==> config.mk <==
export PLATFORM = sky130hd
export DESIGN_NAME = variable_partition_allocator
export DESIGN_NICKNAME = d
export VERILOG_FILES = /design/src/vpa_pkg.sv /design/src/variable_partition_allocator.sv /design/src/vpa_ram.sv
export SDC_FILE = /design/constraint.sdc
export NUM_CORES = 1
export LEC_CHECK = 0
export ABC_AREA = 1
export BUFFER_PORTS_ARGS = -buffer_cell sky130_fd_sc_hd__buf_2
export CAP_MARGIN = 40
export CELL_PAD_IN_SITES_DETAIL_PLACEMENT = 0
export CELL_PAD_IN_SITES_GLOBAL_PLACEMENT = 1
export CORE_MARGIN = 3
export CORE_UTILIZATION = 38
export DETAILED_ROUTE_END_ITERATION = 12
export PLACE_DENSITY_LB_ADDON = 0.1
export SYNTH_ARGS = -nofsm -noshare
export SYNTH_HDL_FRONTEND = slang
export SYNTH_HIERARCHICAL = 1
export SYNTH_SLANG_ARGS = --single-unit
==> constraint.sdc <==
create_clock -name i_clk -period 9.7 [get_ports i_clk]
set_input_delay 0.485 -clock i_clk [delete_from_list [all_inputs] [get_ports i_clk]]
set_output_delay 0.485 -clock i_clk [all_outputs]
set_load 0.02 [all_outputs]
==> src/vpa_pkg.sv <==
// Shared types and codes of the variable partition allocator.
`default_nettype none

package vpa_pkg;

    // One partition table entry, start address in the lowest bits.
    typedef struct packed {
        logic [7:0]  owner;
        logic        free;
        logic [15:0] length;
        logic [15:0] start;
    } t_entry;

    localparam int ENTRY_W = $bits(t_entry);

    // Result status codes.
    localparam logic [1:0] ST_OK      = 2'd0;
    localparam logic [1:0] ST_NOFIT   = 2'd1;
    localparam logic [1:0] ST_NOOWNER = 2'd2;
    localparam logic [1:0] ST_FULL    = 2'd3;

    // Request kinds.
    localparam logic ACT_ALLOC   = 1'b0;
    localparam logic ACT_RELEASE = 1'b1;

    // Register selection, taken from paddr bit 2.
    localparam logic REG_FIT   = 1'b0;
    localparam logic REG_TOTAL = 1'b1;

    localparam logic [15:0] TOTAL_RESET = 16'd640;

endpackage

`default_nettype wire

==> src/variable_partition_allocator.sv <==
// Top level of the variable partition allocator: sequencer, table memory and ports.
// One request is taken at a time. The search stops at the first fit, or at the owner on a
// release; in best-fit mode an allocation reads the whole table. A split moves the entries
// above the pick up by one, and a release rewrites the table to merge free neighbours. The
// result is offered in the same cycle as the port reopens. Reset (synchronous, active low)
// restores the register defaults and writes entry 0.
`default_nettype none

module variable_partition_allocator #(
    parameter int MAX_PARTS = 16
) (
    input  wire logic        i_clk,
    input  wire logic        i_rst_n,
    // Request stream.
    input  wire logic        s_axis_tvalid,
    output logic             s_axis_tready,
    input  wire logic [23:0] s_axis_tdata,  // job_id[7:0], request_size[23:8]
    input  wire logic [0:0]  s_axis_tuser,  // action[0]
    // Result stream.
    output logic             m_axis_tvalid,
    input  wire logic        m_axis_tready,
    output logic      [31:0] m_axis_tdata,  // granted_start[15:0], granted_size[31:16]
    output logic      [1:0]  m_axis_tuser,  // status[1:0]
    // Configuration port.
    input  wire logic        psel,
    input  wire logic        penable,
    input  wire logic        pwrite,
    input  wire logic [2:0]  paddr,
    input  wire logic [31:0] pwdata,
    output logic      [31:0] prdata,
    output logic             pready
);

    import vpa_pkg::*;

    localparam int IW = (MAX_PARTS > 1) ? $clog2(MAX_PARTS) : 1;
    localparam int CW = $clog2(MAX_PARTS + 1);

    // One-hot sequencer states.
    typedef enum logic [8:0] {
        S_INIT     = 9'b000000001,
        S_IDLE     = 9'b000000010,
        S_SCAN     = 9'b000000100,
        S_DECIDE   = 9'b000001000,
        S_SHIFT    = 9'b000010000,
        S_PLACE_LO = 9'b000100000,
        S_PLACE    = 9'b001000000,
        S_COMPACT  = 9'b010000000,
        S_DONE     = 9'b100000000
    } t_state;

    t_state r_state, n_state;

    // Configuration registers and table fill count.
    logic          r_fit, n_fit;
    logic [15:0]   r_total, n_total;
    logic [CW-1:0] r_count, n_count;

    // Captured request.
    logic        r_act, n_act;
    logic [7:0]  r_job, n_job;
    logic [15:0] r_size, n_size;

    // Walk pointers: r_ri is the next read (or, while shifting, the destination),
    // r_dv/r_di tag the entry arriving from the memory this cycle.
    logic [CW-1:0] r_ri, n_ri;
    logic          r_dv, n_dv;
    logic [IW-1:0] r_di, n_di;

    // Chosen entry.
    logic          r_found, n_found;
    logic [IW-1:0] r_pick, n_pick;
    logic [15:0]   r_pk_start, n_pk_start;
    logic [15:0]   r_pk_len, n_pk_len;

    // Compaction accumulator and write pointer.
    t_entry        r_acc, n_acc;
    logic          r_acc_v, n_acc_v;
    logic [IW-1:0] r_wj, n_wj;

    // Result waiting to be handed to the output register.
    logic [1:0]  r_res_st, n_res_st;
    logic [15:0] r_res_start, n_res_start;
    logic [15:0] r_res_size, n_res_size;

    // Output register.
    logic        r_m_valid, n_m_valid;
    logic [31:0] r_m_tdata, n_m_tdata;
    logic [1:0]  r_m_tuser, n_m_tuser;

    // Table memory port.
    logic               ram_we;
    logic [IW-1:0]      ram_waddr;
    t_entry             ram_wdata;
    logic [IW-1:0]      ram_raddr;
    logic [ENTRY_W-1:0] ram_rbits;
    t_entry             ram_rdata;

    logic          cfg_wr;
    logic          s_accept;
    logic          issue;
    logic          fits;
    logic [CW-1:0] pick1;
    t_entry        ent;

    assign ram_rdata     = t_entry'(ram_rbits);
    assign cfg_wr        = psel && penable && pwrite;
    assign pready        = 1'b1;
    assign s_axis_tready = (r_state == S_IDLE);
    assign s_accept      = s_axis_tvalid && s_axis_tready;
    assign m_axis_tvalid = r_m_valid;
    assign m_axis_tdata  = r_m_tdata;
    assign m_axis_tuser  = r_m_tuser;
    assign pick1         = CW'(r_pick) + CW'(1);

    // Register read-back; the low address bits are not decoded.
    always_comb begin
        if (paddr[2] == REG_TOTAL) begin
            prdata = {16'd0, r_total};
        end else begin
            prdata = {31'd0, r_fit};
        end
    end

    vpa_ram #(
        .WIDTH (ENTRY_W),
        .DEPTH (MAX_PARTS)
    ) u_table (
        .i_clk   (i_clk),
        .i_we    (ram_we),
        .i_waddr (ram_waddr),
        .i_wdata (ram_wdata),
        .i_raddr (ram_raddr),
        .o_rdata (ram_rbits)
    );

    always_comb begin
        n_state     = r_state;
        n_fit       = r_fit;
        n_total     = r_total;
        n_count     = r_count;
        n_act       = r_act;
        n_job       = r_job;
        n_size      = r_size;
        n_ri        = r_ri;
        n_dv        = 1'b0;
        n_di        = r_di;
        n_found     = r_found;
        n_pick      = r_pick;
        n_pk_start  = r_pk_start;
        n_pk_len    = r_pk_len;
        n_acc       = r_acc;
        n_acc_v     = r_acc_v;
        n_wj        = r_wj;
        n_res_st    = r_res_st;
        n_res_start = r_res_start;
        n_res_size  = r_res_size;
        n_m_valid   = r_m_valid && !m_axis_tready;
        n_m_tdata   = r_m_tdata;
        n_m_tuser   = r_m_tuser;
        ram_we      = 1'b0;
        ram_waddr   = '0;
        ram_wdata   = '0;
        ram_raddr   = r_ri[IW-1:0];
        issue       = 1'b0;
        fits        = 1'b0;
        ent         = ram_rdata;

        unique case (r_state)
            S_INIT: begin
                // Lay down the single free partition that spans the whole memory.
                ram_we           = 1'b1;
                ram_wdata.length = r_total;
                ram_wdata.free   = 1'b1;
                n_state          = S_IDLE;
            end

            S_IDLE: begin
                if (s_accept) begin
                    n_act   = s_axis_tuser[0];
                    n_job   = s_axis_tdata[7:0];
                    n_size  = s_axis_tdata[23:8];
                    n_ri    = '0;
                    n_found = 1'b0;
                    n_state = S_SCAN;
                end
            end

            S_SCAN: begin
                // Reads are issued one a cycle and judged when the data returns.
                issue = (r_ri < r_count);
                if (issue) begin
                    n_ri = r_ri + CW'(1);
                    n_dv = 1'b1;
                    n_di = r_ri[IW-1:0];
                end
                if (r_dv) begin
                    if (r_act == ACT_ALLOC) begin
                        fits = ent.free && (ent.length >= r_size);
                        if (fits && (!r_found || (r_fit && (ent.length < r_pk_len)))) begin
                            n_found    = 1'b1;
                            n_pick     = r_di;
                            n_pk_start = ent.start;
                            n_pk_len   = ent.length;
                        end
                        if (fits && !r_fit) begin
                            n_state = S_DECIDE;
                        end
                    end else if (!ent.free && (ent.owner == r_job)) begin
                        n_found    = 1'b1;
                        n_pick     = r_di;
                        n_pk_start = ent.start;
                        n_pk_len   = ent.length;
                        n_state    = S_DECIDE;
                    end
                end
                if (!issue && !r_dv) begin
                    n_state = S_DECIDE;
                end
            end

            S_DECIDE: begin
                n_res_st    = ST_OK;
                n_res_start = '0;
                n_res_size  = '0;
                if (r_act == ACT_ALLOC) begin
                    if ((r_size == 16'd0) || !r_found) begin
                        n_res_st = ST_NOFIT;
                        n_state  = S_DONE;
                    end else if (r_pk_len > r_size) begin
                        if (r_count >= CW'(MAX_PARTS)) begin
                            n_res_st = ST_FULL;
                            n_state  = S_DONE;
                        end else begin
                            n_ri    = r_count;
                            n_state = S_SHIFT;
                        end
                    end else begin
                        n_state = S_PLACE;
                    end
                end else if (!r_found) begin
                    n_res_st = ST_NOOWNER;
                    n_state  = S_DONE;
                end else begin
                    n_res_start = r_pk_start;
                    n_res_size  = r_pk_len;
                    n_ri        = '0;
                    n_acc_v     = 1'b0;
                    n_wj        = '0;
                    n_state     = S_COMPACT;
                end
            end

            S_SHIFT: begin
                // Move entries above the pick up by one, highest first.
                issue = (r_ri > pick1);
                if (issue) begin
                    ram_raddr = IW'(r_ri - CW'(1));
                    n_ri      = r_ri - CW'(1);
                    n_dv      = 1'b1;
                    n_di      = r_ri[IW-1:0];
                end
                if (r_dv) begin
                    ram_we    = 1'b1;
                    ram_waddr = r_di;
                    ram_wdata = ram_rdata;
                end
                if (!issue && !r_dv) begin
                    n_state = S_PLACE_LO;
                end
            end

            S_PLACE_LO: begin
                // The remainder becomes a free partition right after the grant.
                ram_we           = 1'b1;
                ram_waddr        = r_pick + IW'(1);
                ram_wdata.start  = r_pk_start + r_size;
                ram_wdata.length = r_pk_len - r_size;
                ram_wdata.free   = 1'b1;
                n_count          = r_count + CW'(1);
                n_state          = S_PLACE;
            end

            S_PLACE: begin
                ram_we           = 1'b1;
                ram_waddr        = r_pick;
                ram_wdata.start  = r_pk_start;
                ram_wdata.length = r_size;
                ram_wdata.owner  = r_job;
                n_res_st         = ST_OK;
                n_res_start      = r_pk_start;
                n_res_size       = r_size;
                n_state          = S_DONE;
            end

            S_COMPACT: begin
                // Rewrite the table in place, freeing the released entry on the fly
                // and folding every run of free neighbours into its first entry.
                issue = (r_ri < r_count);
                if (issue) begin
                    n_ri = r_ri + CW'(1);
                    n_dv = 1'b1;
                    n_di = r_ri[IW-1:0];
                end
                if (r_dv) begin
                    if (r_di == r_pick) begin
                        ent.free  = 1'b1;
                        ent.owner = '0;
                    end
                    if (!r_acc_v) begin
                        n_acc   = ent;
                        n_acc_v = 1'b1;
                    end else if (r_acc.free && ent.free) begin
                        n_acc.length = r_acc.length + ent.length;
                    end else begin
                        ram_we    = 1'b1;
                        ram_waddr = r_wj;
                        ram_wdata = r_acc;
                        n_wj      = r_wj + IW'(1);
                        n_acc     = ent;
                    end
                end
                if (!issue && !r_dv) begin
                    ram_we    = 1'b1;
                    ram_waddr = r_wj;
                    ram_wdata = r_acc;
                    n_count   = CW'(r_wj) + CW'(1);
                    n_state   = S_DONE;
                end
            end

            S_DONE: begin
                if (!r_m_valid || m_axis_tready) begin
                    n_m_valid = 1'b1;
                    n_m_tdata = {r_res_size, r_res_start};
                    n_m_tuser = r_res_st;
                    n_state   = S_IDLE;
                end
            end

            default: begin
                n_state = S_INIT;
            end
        endcase

        // Register writes must arrive only while the sequencer is idle; the block does not enforce this.
        if (cfg_wr) begin
            if (paddr[2] == REG_TOTAL) begin
                n_total          = pwdata[15:0];
                n_count          = CW'(1);
                ram_we           = 1'b1;
                ram_waddr        = '0;
                ram_wdata        = '0;
                ram_wdata.length = pwdata[15:0];
                ram_wdata.free   = 1'b1;
            end else begin
                n_fit = pwdata[0];
            end
        end
    end

    // Control state.
    always_ff @(posedge i_clk) begin
        if (!i_rst_n) begin
            r_state   <= S_INIT;
            r_fit     <= 1'b0;
            r_total   <= TOTAL_RESET;
            r_count   <= CW'(1);
            r_dv      <= 1'b0;
            r_m_valid <= 1'b0;
        end else begin
            r_state   <= n_state;
            r_fit     <= n_fit;
            r_total   <= n_total;
            r_count   <= n_count;
            r_dv      <= n_dv;
            r_m_valid <= n_m_valid;
        end
    end

    // Payload and working registers.
    always_ff @(posedge i_clk) begin
        r_act       <= n_act;
        r_job       <= n_job;
        r_size      <= n_size;
        r_ri        <= n_ri;
        r_di        <= n_di;
        r_found     <= n_found;
        r_pick      <= n_pick;
        r_pk_start  <= n_pk_start;
        r_pk_len    <= n_pk_len;
        r_acc       <= n_acc;
        r_acc_v     <= n_acc_v;
        r_wj        <= n_wj;
        r_res_st    <= n_res_st;
        r_res_start <= n_res_start;
        r_res_size  <= n_res_size;
        r_m_tdata   <= n_m_tdata;
        r_m_tuser   <= n_m_tuser;
    end

    // The table always holds at least one and at most MAX_PARTS partitions.
    a_count_range: assert property (@(posedge i_clk) disable iff (!i_rst_n)
        (r_count != '0) && (r_count <= CW'(MAX_PARTS)))
        else $error("partition count out of range");

    // A failed request reports zero start and size.
    a_fail_zero: assert property (@(posedge i_clk) disable iff (!i_rst_n)
        (m_axis_tvalid && (m_axis_tuser != ST_OK)) |-> (m_axis_tdata == 32'd0))
        else $error("failure result carries non-zero fields");

    // Compaction never writes ahead of the entry being read.
    a_compact_order: assert property (@(posedge i_clk) disable iff (!i_rst_n)
        ((r_state == S_COMPACT) && r_dv) |-> (r_wj <= r_di))
        else $error("compaction write pointer overtook read pointer");

    // The search pass leaves the table untouched.
    a_scan_no_write: assert property (@(posedge i_clk) disable iff (!i_rst_n)
        ((r_state == S_SCAN) && !cfg_wr) |-> !ram_we)
        else $error("table written during search");

    // One request at a time: after a transaction is taken the port closes.
    a_one_at_a_time: assert property (@(posedge i_clk) disable iff (!i_rst_n)
        s_accept |=> !s_axis_tready)
        else $error("request accepted while busy");

endmodule

`default_nettype wire

==> src/vpa_ram.sv <==
// Generic single-write, single-read RAM with a registered read port.
`default_nettype none

module vpa_ram #(
    parameter int WIDTH = 8,
    parameter int DEPTH = 16
) (
    input  wire logic                     i_clk,
    input  wire logic                     i_we,
    input  wire logic [$clog2(DEPTH)-1:0] i_waddr,
    input  wire logic [WIDTH-1:0]         i_wdata,
    input  wire logic [$clog2(DEPTH)-1:0] i_raddr,
    output logic      [WIDTH-1:0]         o_rdata
);

    logic [WIDTH-1:0] r_mem [DEPTH];

    always_ff @(posedge i_clk) begin
        if (i_we) begin
            r_mem[i_waddr] <= i_wdata;
        end
        o_rdata <= r_mem[i_raddr];
    end

endmodule

`default_nettype wire

==> results of run 1 <==
## cell usage after synthesis, types with 16 or more instances
master    number  area (um2)
ha_1          92        1151
a31oi_1       16       100.1
buf_4         25       187.7
buf_6         42       473.0
dfxtp_1       74        1481
o21ai_0       88       440.4
a21oi_1      105       525.5
nand3_1      590        2953
xor2_1        22       192.7
buf_2         79       395.4
nand2_1     1221        4583
edfxtp_1     841       25250
nand4_1       23       143.9
clkbuf_1      23       86.33
inv_1        699        2624
o22ai_1       29       181.4
nor2_1       116       435.4
nor3_1        22       110.1
## per-stage QoR
stage               power [mW]  utilization (%)  setup WS (ns)
floorplan                6.110                -          5.205
global placement         6.792            40.03          4.601
detailed placement       6.845            40.42          4.787
CTS                      10.74            43.64          4.767
global route             11.13            43.64          4.415
finish                   10.62            43.65          4.859
## where the power goes
group / total, mW / internal [mW] / switching (mW)
Combinational: 1.96 / 0.578 / 1.38
Clock: 3.86 / 2.29 / 1.57
Sequential: 4.80 / 4.59 / 0.216
## layer usage
| metal | part of all wire [%] | vias up | track usage, % | wire length (um) |
|---|---|---|---|---|
| met2 | 46 | 635 | 34.75 | 58300 |
| met4 | 2.5 | 0 | 6.338 | 3216 |
| met1 | 47 | 14130 | 31.35 | 60680 |
| met5 | 0 | - | 0 | 0 |
| li1 | - | 14360 | - | - |
| met3 | 4.6 | 173 | 2.600 | 5846 |
## layout make-up
cell class,count,area share (%)
inverter,716,5.595
timing repair buffer,202,3.381
sequential,915,55.20
multi-input combinational,2468,25.10
clock inverter,58,1.294
tap,1488,3.844
antenna,1,0.005166
clock buffer,126,5.577
## critical path, stage by stage, from the launching register on
cell      delay (ns)
edfxtp_1        0.45
ha_1            0.24
xnor2_1         0.15
ha_1            0.33
a21oi_1         0.07
o221ai_1        0.31
nand3_2         0.40
xor2_4          0.38
buf_12          0.65
buf_4           0.79
nand2_1         0.12
nand3_1         0.13
nand3_1         0.09
nand3_1         0.12
nand2_1         0.23
## placed cells by master, fill, tap and decap left out, types with 10 or more instances in the layout
cell	instances
nand2_1	1220
edfxtp_1	841
inv_1	697
nand3_1	590
a21oi_1	105
clkbuf_16	101
buf_2	101
nor2_1	97
ha_1	92
o21ai_0	85
dfxtp_1	74
buf_4	57
o22ai_1	29
dlygate4sd3_1	25
nor2_4	23
nand4_1	23
clkinv_1	22
nor3_1	22
xor2_1	21
conb_1	17
clkbuf_1	17
clkinv_2	15
a31oi_1	14
inv_2	13
a221oi_1	12
nand3b_1	12
bufinv_16	12
buf_16	11
nand2_2	10
## cell families after synthesis
kind of cell | Yosys count | share of synthesized area, %
buffers and inverters | 902 | 9.230
xor gates and xnor gates | 30 | 0.6173
adders and majority gates | 95 | 2.845
DFF | 915 | 62.81
AOI/OAI and AO/OA | 298 | 4.098
and+or+nand+nor | 2028 | 20.38
other | 2 | 0.01764
## how the worst max path moves through the flow
stage,slack [ns],to,depth (start not counted),start
2_1_floorplan,5.20,m_axis_tdata[0],3,r_state[8]
3_3_place_gp,4.60,u_table/o_rdata[35],15,r_pick[0]
3_5_place_dp,4.79,u_table/o_rdata[30],14,r_pick[1]
4_1_cts,4.77,u_table/o_rdata[30],14,r_pick[1]
5_1_grt,4.42,u_table/o_rdata[30],16,r_pick[1]
6_report,4.86,u_table/o_rdata[30],14,r_pick[1]
## flip-flops by register name (all words and copies together), names as in the netlist, 32 cells and up
signal	flops
m_axis_tdata	32
u_table/r_mem	656
r_acc	41
u_table/o_rdata	41
==> impl_metrics.py, run 1 <==
metrics = {
    "status": {
        "status": "finished clean",
    },
    "power_and_ir_drop": {
        "leakage_nw": 20.72,
        "ir_worst_vdd_mv": 0.1347,
        "power.density_nw_per_um2": 219.3,
    },
    "clock_tree": {
        "cts_buffer_depth": 3,
        "cts_buffers": 100,
        "clkLatencyLatePin_ns": 0.69,
        "cts_tree": "built",
        "holdBufCountCts": 25,
        "clock_tree.root_cell": "clkbuf_16",
        "h-tree-depth": 3,
        "cts.sinks": 915,
        "post_cts_buffers": 0,
        "cts-resized-gates": 0,
        "path_clk_slew_ns": 0.07,
    },
    "min_path": {
        "hold_path.class": "primary input to flop",
        "holdPathEnd": "r_total[8]",
        "hold_depth": 3,
        "holdCritStartpoint": "pwdata[8]",
    },
    "synth": {
        "async_reset_ff_share_pct": 0,
        "ys_warn_count": 6,
        "synth_seq_area_share_pct": 62.81,
        "synth_edf_count": 841,
        "netlist_instances": 4270,
        "synth_seq_cells": 915,
        "syn_area_per_cell_um2": 9.969,
        "synth_ff_type": "edfxtp_1",
        "ys_types": 57,
        "synth_area_um2": 42570,
    },
    "setup_path": {
        "rrSetupSlack_ns": 4.86,
        "cp.arrival_ns": 5.31,
        "crit_type": "flop to flop",
        "critPathLaunchType": "flop",
        "r2r_cells": 14,
        "worstSetupEndpointType": "flop",
        "cp.required_ns": 10.16,
        "reg2reg_to": "u_table/o_rdata[30]",
        "path_max_fanout": 190,
        "r2r-start": "r_pick[1]",
    },
    "cells_and_area": {
        "stdcell_count": 5974,
        "areaGrowthSynthToFinish_pct": 13.79,
        "area.sequential_um2": 26740,
        "nets": 4565,
        "drive_gt1_share_pct": 9.164,
        "fillCellCount": 10610,
        "multi_input_area_um2": 12160,
        "stdcell_area_um2": 48440,
    },
    "global_route": {
        "overflow": 0,
        "antenna_found_initial": 6,
        "grt_max_degree": 191,
        "first_global_vias": 27820,
        "grt_pass1_wl_um": 186800,
        "globalRouteTotalUtil_pct": 21.80,
    },
    "placed_design": {
        "dpl.hpwl_um": 76060,
        "place.gp.congestion": 0.8574,
        "placed_cells": 5764,
        "placed_cell_area_um2": 44850,
        "portBuffers": 100,
    },
    "sta": {
        "period_minus_slack_ns": 4.841,
        "rsz0062_at_grt": "no",
        "clock_skew_ns": 0.03317,
        "hold_violations": 0,
        "holdWs_ns": 0.09634,
        "slew_viol_final": 0,
        "tightest_slew_ns": 1.074,
        "setup_viol": 0,
        "max_freq_mhz": 206.6,
        "finalCritPeriodShare_pct": 49.90,
        "relSlewSlack_pct": 28.41,
        "setup_tns_ns": 0,
    },
    "job": {
        "drv_cap": 0,
    },
    "floorplanning": {
        "die_w_um": 340.7,
        "dieHeight_um": 340.7,
        "io-pin-count": 136,
        "die_area_um2": 116100,
        "core_um2": 111000,
        "start_util_pct": 38.36,
        "rows": 122,
    },
    "detailed_routing": {
        "num_vias": 29300,
        "via_per_inst": 4.904,
        "first_pass_iters": 5,
        "drt-total-wl_um": 128000,
        "wl_per_cell_um": 21.43,
        "ant_nets": 0,
        "drcViolationCount": 0,
        "drtIter0Drc": 2127,
    },
}
Power figures use the tool's default switching activity.
==> run 2: changes to the inputs <==
Clock period 9.7 ns to 4.28 ns, I/O delays scaled along.
==> impl_metrics.py, run 2 (synthesized netlist as in run 1, its figures left out) <==
metrics = {
    "clock_tree": {
        "cts_tree": "built",
        "cts_buffers": 102,
        "cts-resized-gates": 0,
        "path_clk_slew_ns": 0.06,
        "cts_buffer_depth": 3,
        "holdBufCountCts": 45,
        "post_cts_buffers": 0,
        "clkLatencyLatePin_ns": 0.69,
        "cts.sinks": 915,
        "h-tree-depth": 3,
        "clock_tree.root_cell": "clkbuf_16",
    },
    "floorplanning": {
        "die_w_um": 340.7,
        "core_um2": 111000,
        "dieHeight_um": 340.7,
        "rows": 122,
        "io-pin-count": 136,
        "die_area_um2": 116100,
        "start_util_pct": 38.36,
    },
    "detailed_routing": {
        "wl_per_cell_um": 21.06,
        "ant_nets": 0,
        "via_per_inst": 4.863,
        "first_pass_iters": 5,
        "drtIter0Drc": 2176,
        "drcViolationCount": 0,
        "drt-total-wl_um": 127800,
        "num_vias": 29520,
    },
    "min_path": {
        "holdCritStartpoint": "m_axis_tready",
        "hold_path.class": "primary input to flop",
        "hold_depth": 4,
        "holdPathEnd": "r_state[8]",
    },
    "global_route": {
        "first_global_vias": 28070,
        "grt_pass1_wl_um": 187700,
        "grt_max_degree": 83,
        "overflow": 0,
        "grt.met1_usage_pct": 31.16,
        "top_usage_layer": "met2",
        "antenna_found_initial": 4,
        "grtUsageMet3_pct": 2.917,
        "globalRouteTotalUtil_pct": 21.87,
        "met2_usage_pct": 34.88,
    },
    "sta": {
        "hold_violations": 0,
        "slew_viol_final": 0,
        "setup_viol": 0,
        "tightest_slew_ns": 0.9400,
        "period_minus_slack_ns": 3.857,
        "rsz0062_at_grt": "no",
        "finalCritPeriodShare_pct": 90.12,
        "max_freq_mhz": 259.2,
        "clock_skew_ns": 0.03961,
        "holdWs_ns": 0.03197,
        "setup_tns_ns": 0,
        "relSlewSlack_pct": 36.77,
    },
    "setup_path": {
        "worst-path-buf-inv": 4,
        "max_stage_delay_ns": 0.68,
        "path_max_fanout": 25,
        "cp.required_ns": 4.59,
        "path_cells": "inv_1, ha_1, nand2_1, inv_1, o21ai_0, nand3_1, nor2_1, nor2_8, inv_1, nand4_1, nand3_1, nor2_4, buf_4",
        "critPathLaunchType": "flop",
        "crit_type": "flop to flop",
        "cp.arrival_ns": 4.17,
        "reg2reg_to": "u_table/r_mem[12][5]",
        "critical-path-slowest-cell": "nor2_4",
        "worstSetupEndpointType": "flop",
        "cpLargestDelayFamily": "simple AND/OR/NAND/NOR gates",
        "rrSetupSlack_ns": 0.42,
        "crit_path_frequent_cell": "inv_1",
        "r2r-start": "r_count[2]",
        "r2r_cells": 13,
    },
    "placed_design": {
        "portBuffers": 100,
        "place.gp.congestion": 0.8573,
        "placed_cells": 5828,
        "placed_cell_area_um2": 45410,
        "dpl.hpwl_um": 78340,
    },
    "cells_and_area": {
        "largest_reg_flops": 656,
        "final_common_cell": "nand2_1",
        "mostFrequentLayoutCells": "nand2_1 (1,220), edfxtp_1 (841), inv_1 (697)",
        "stdcell_count": 6069,
        "reg.largest.list": "u_table/r_mem x656, r_acc x41, u_table/o_rdata x41",
        "areaGrowthSynthToFinish_pct": 15.77,
        "utilization_pct": 44.40,
        "nets": 4651,
        "drive_gt1_share_pct": 10.55,
        "stdcell_area_um2": 49280,
        "top_register": "u_table/r_mem",
    },
    "power_and_ir_drop": {
        "ir_worst_vdd_mv": 0.3192,
        "power.density_nw_per_um2": 492.4,
        "leakage_nw": 21.18,
    },
    "job": {
        "drv_cap": 0,
    },
    "status": {
        "status": "finished clean",
    },
}
-- run 2: cell types whose count changed in the layout (fill, tap and decap cells not counted), sizes merged --
cell,delta
bufinv,-3
clkinvlp,-1
buf,+64
clkbuf,+19
diode,+2
clkinv,-6
dlygate4sd3,+20
-- run 2: where the power goes --
group          switching, mW  leakage, nW  internal, mW
logic                   3.09         11.3          1.40
clock network           3.62         1.67          5.23
registers              0.528         8.19          10.4
total                   7.24         21.2          17.0
-- run 2: layout make-up --
class	count	area, um2
Tap cell	1488	1862
Multi-Input combinational cell	2468	12160
Clock buffer	145	2875
Clock inverter	48	534.3
Timing Repair Buffer	286	2397
Inverter	716	2710
Sequential cell	915	26740
Fill cell	10620	61700
Antenna cell	3	7.507
-- run 2: worst reg2reg max path: stages, from the launching register on --
cell	delay [ns]
dfxtp_1	0.42
inv_1	0.09
ha_1	0.31
nand2_1	0.05
inv_1	0.05
o21ai_0	0.08
nand3_1	0.12
nor2_1	0.12
nor2_8	0.35
inv_1	0.16
nand4_1	0.24
nand3_1	0.20
nor2_4	0.68
buf_4	0.58
-- run 2: how the worst max path moves through the flow --
stage | startpoint | to | slack, ns | depth (start not counted)
6_report | r_count[2] | u_table/r_mem[12][5] | 0.42 | 13
4_1_cts | r_ri[4] | u_table/r_mem[12][5] | 0.37 | 12
5_1_grt | r_count[2] | u_table/r_mem[12][5] | 0.16 | 13
3_3_place_gp | r_ri[4] | u_table/r_mem[12][8] | 0.40 | 12
2_1_floorplan | r_ri[2] | u_table/r_mem[10][0] | 0.04 | 12
3_5_place_dp | r_ri[4] | u_table/r_mem[12][8] | 0.37 | 12
-- run 2: routing by layer --
| metal | part of all wire (%) | wire length [um] |
|---|---|---|
| met1 | 47 | 59560 |
| met2 | 46 | 58700 |
| met3 | 4.6 | 5895 |
| met4 | 2.8 | 3632 |
| met5 | 0.027 | 34 |
-- run 2: stage by stage --
step | power, mW | setup WS, ns
floorplan | 13.85 | 0.03549
global placement | 15.57 | 0.3985
global route | 25.42 | 0.1575
finish | 24.26 | 0.4227
detailed placement | 15.60 | 0.3730
CTS | 24.55 | 0.3716
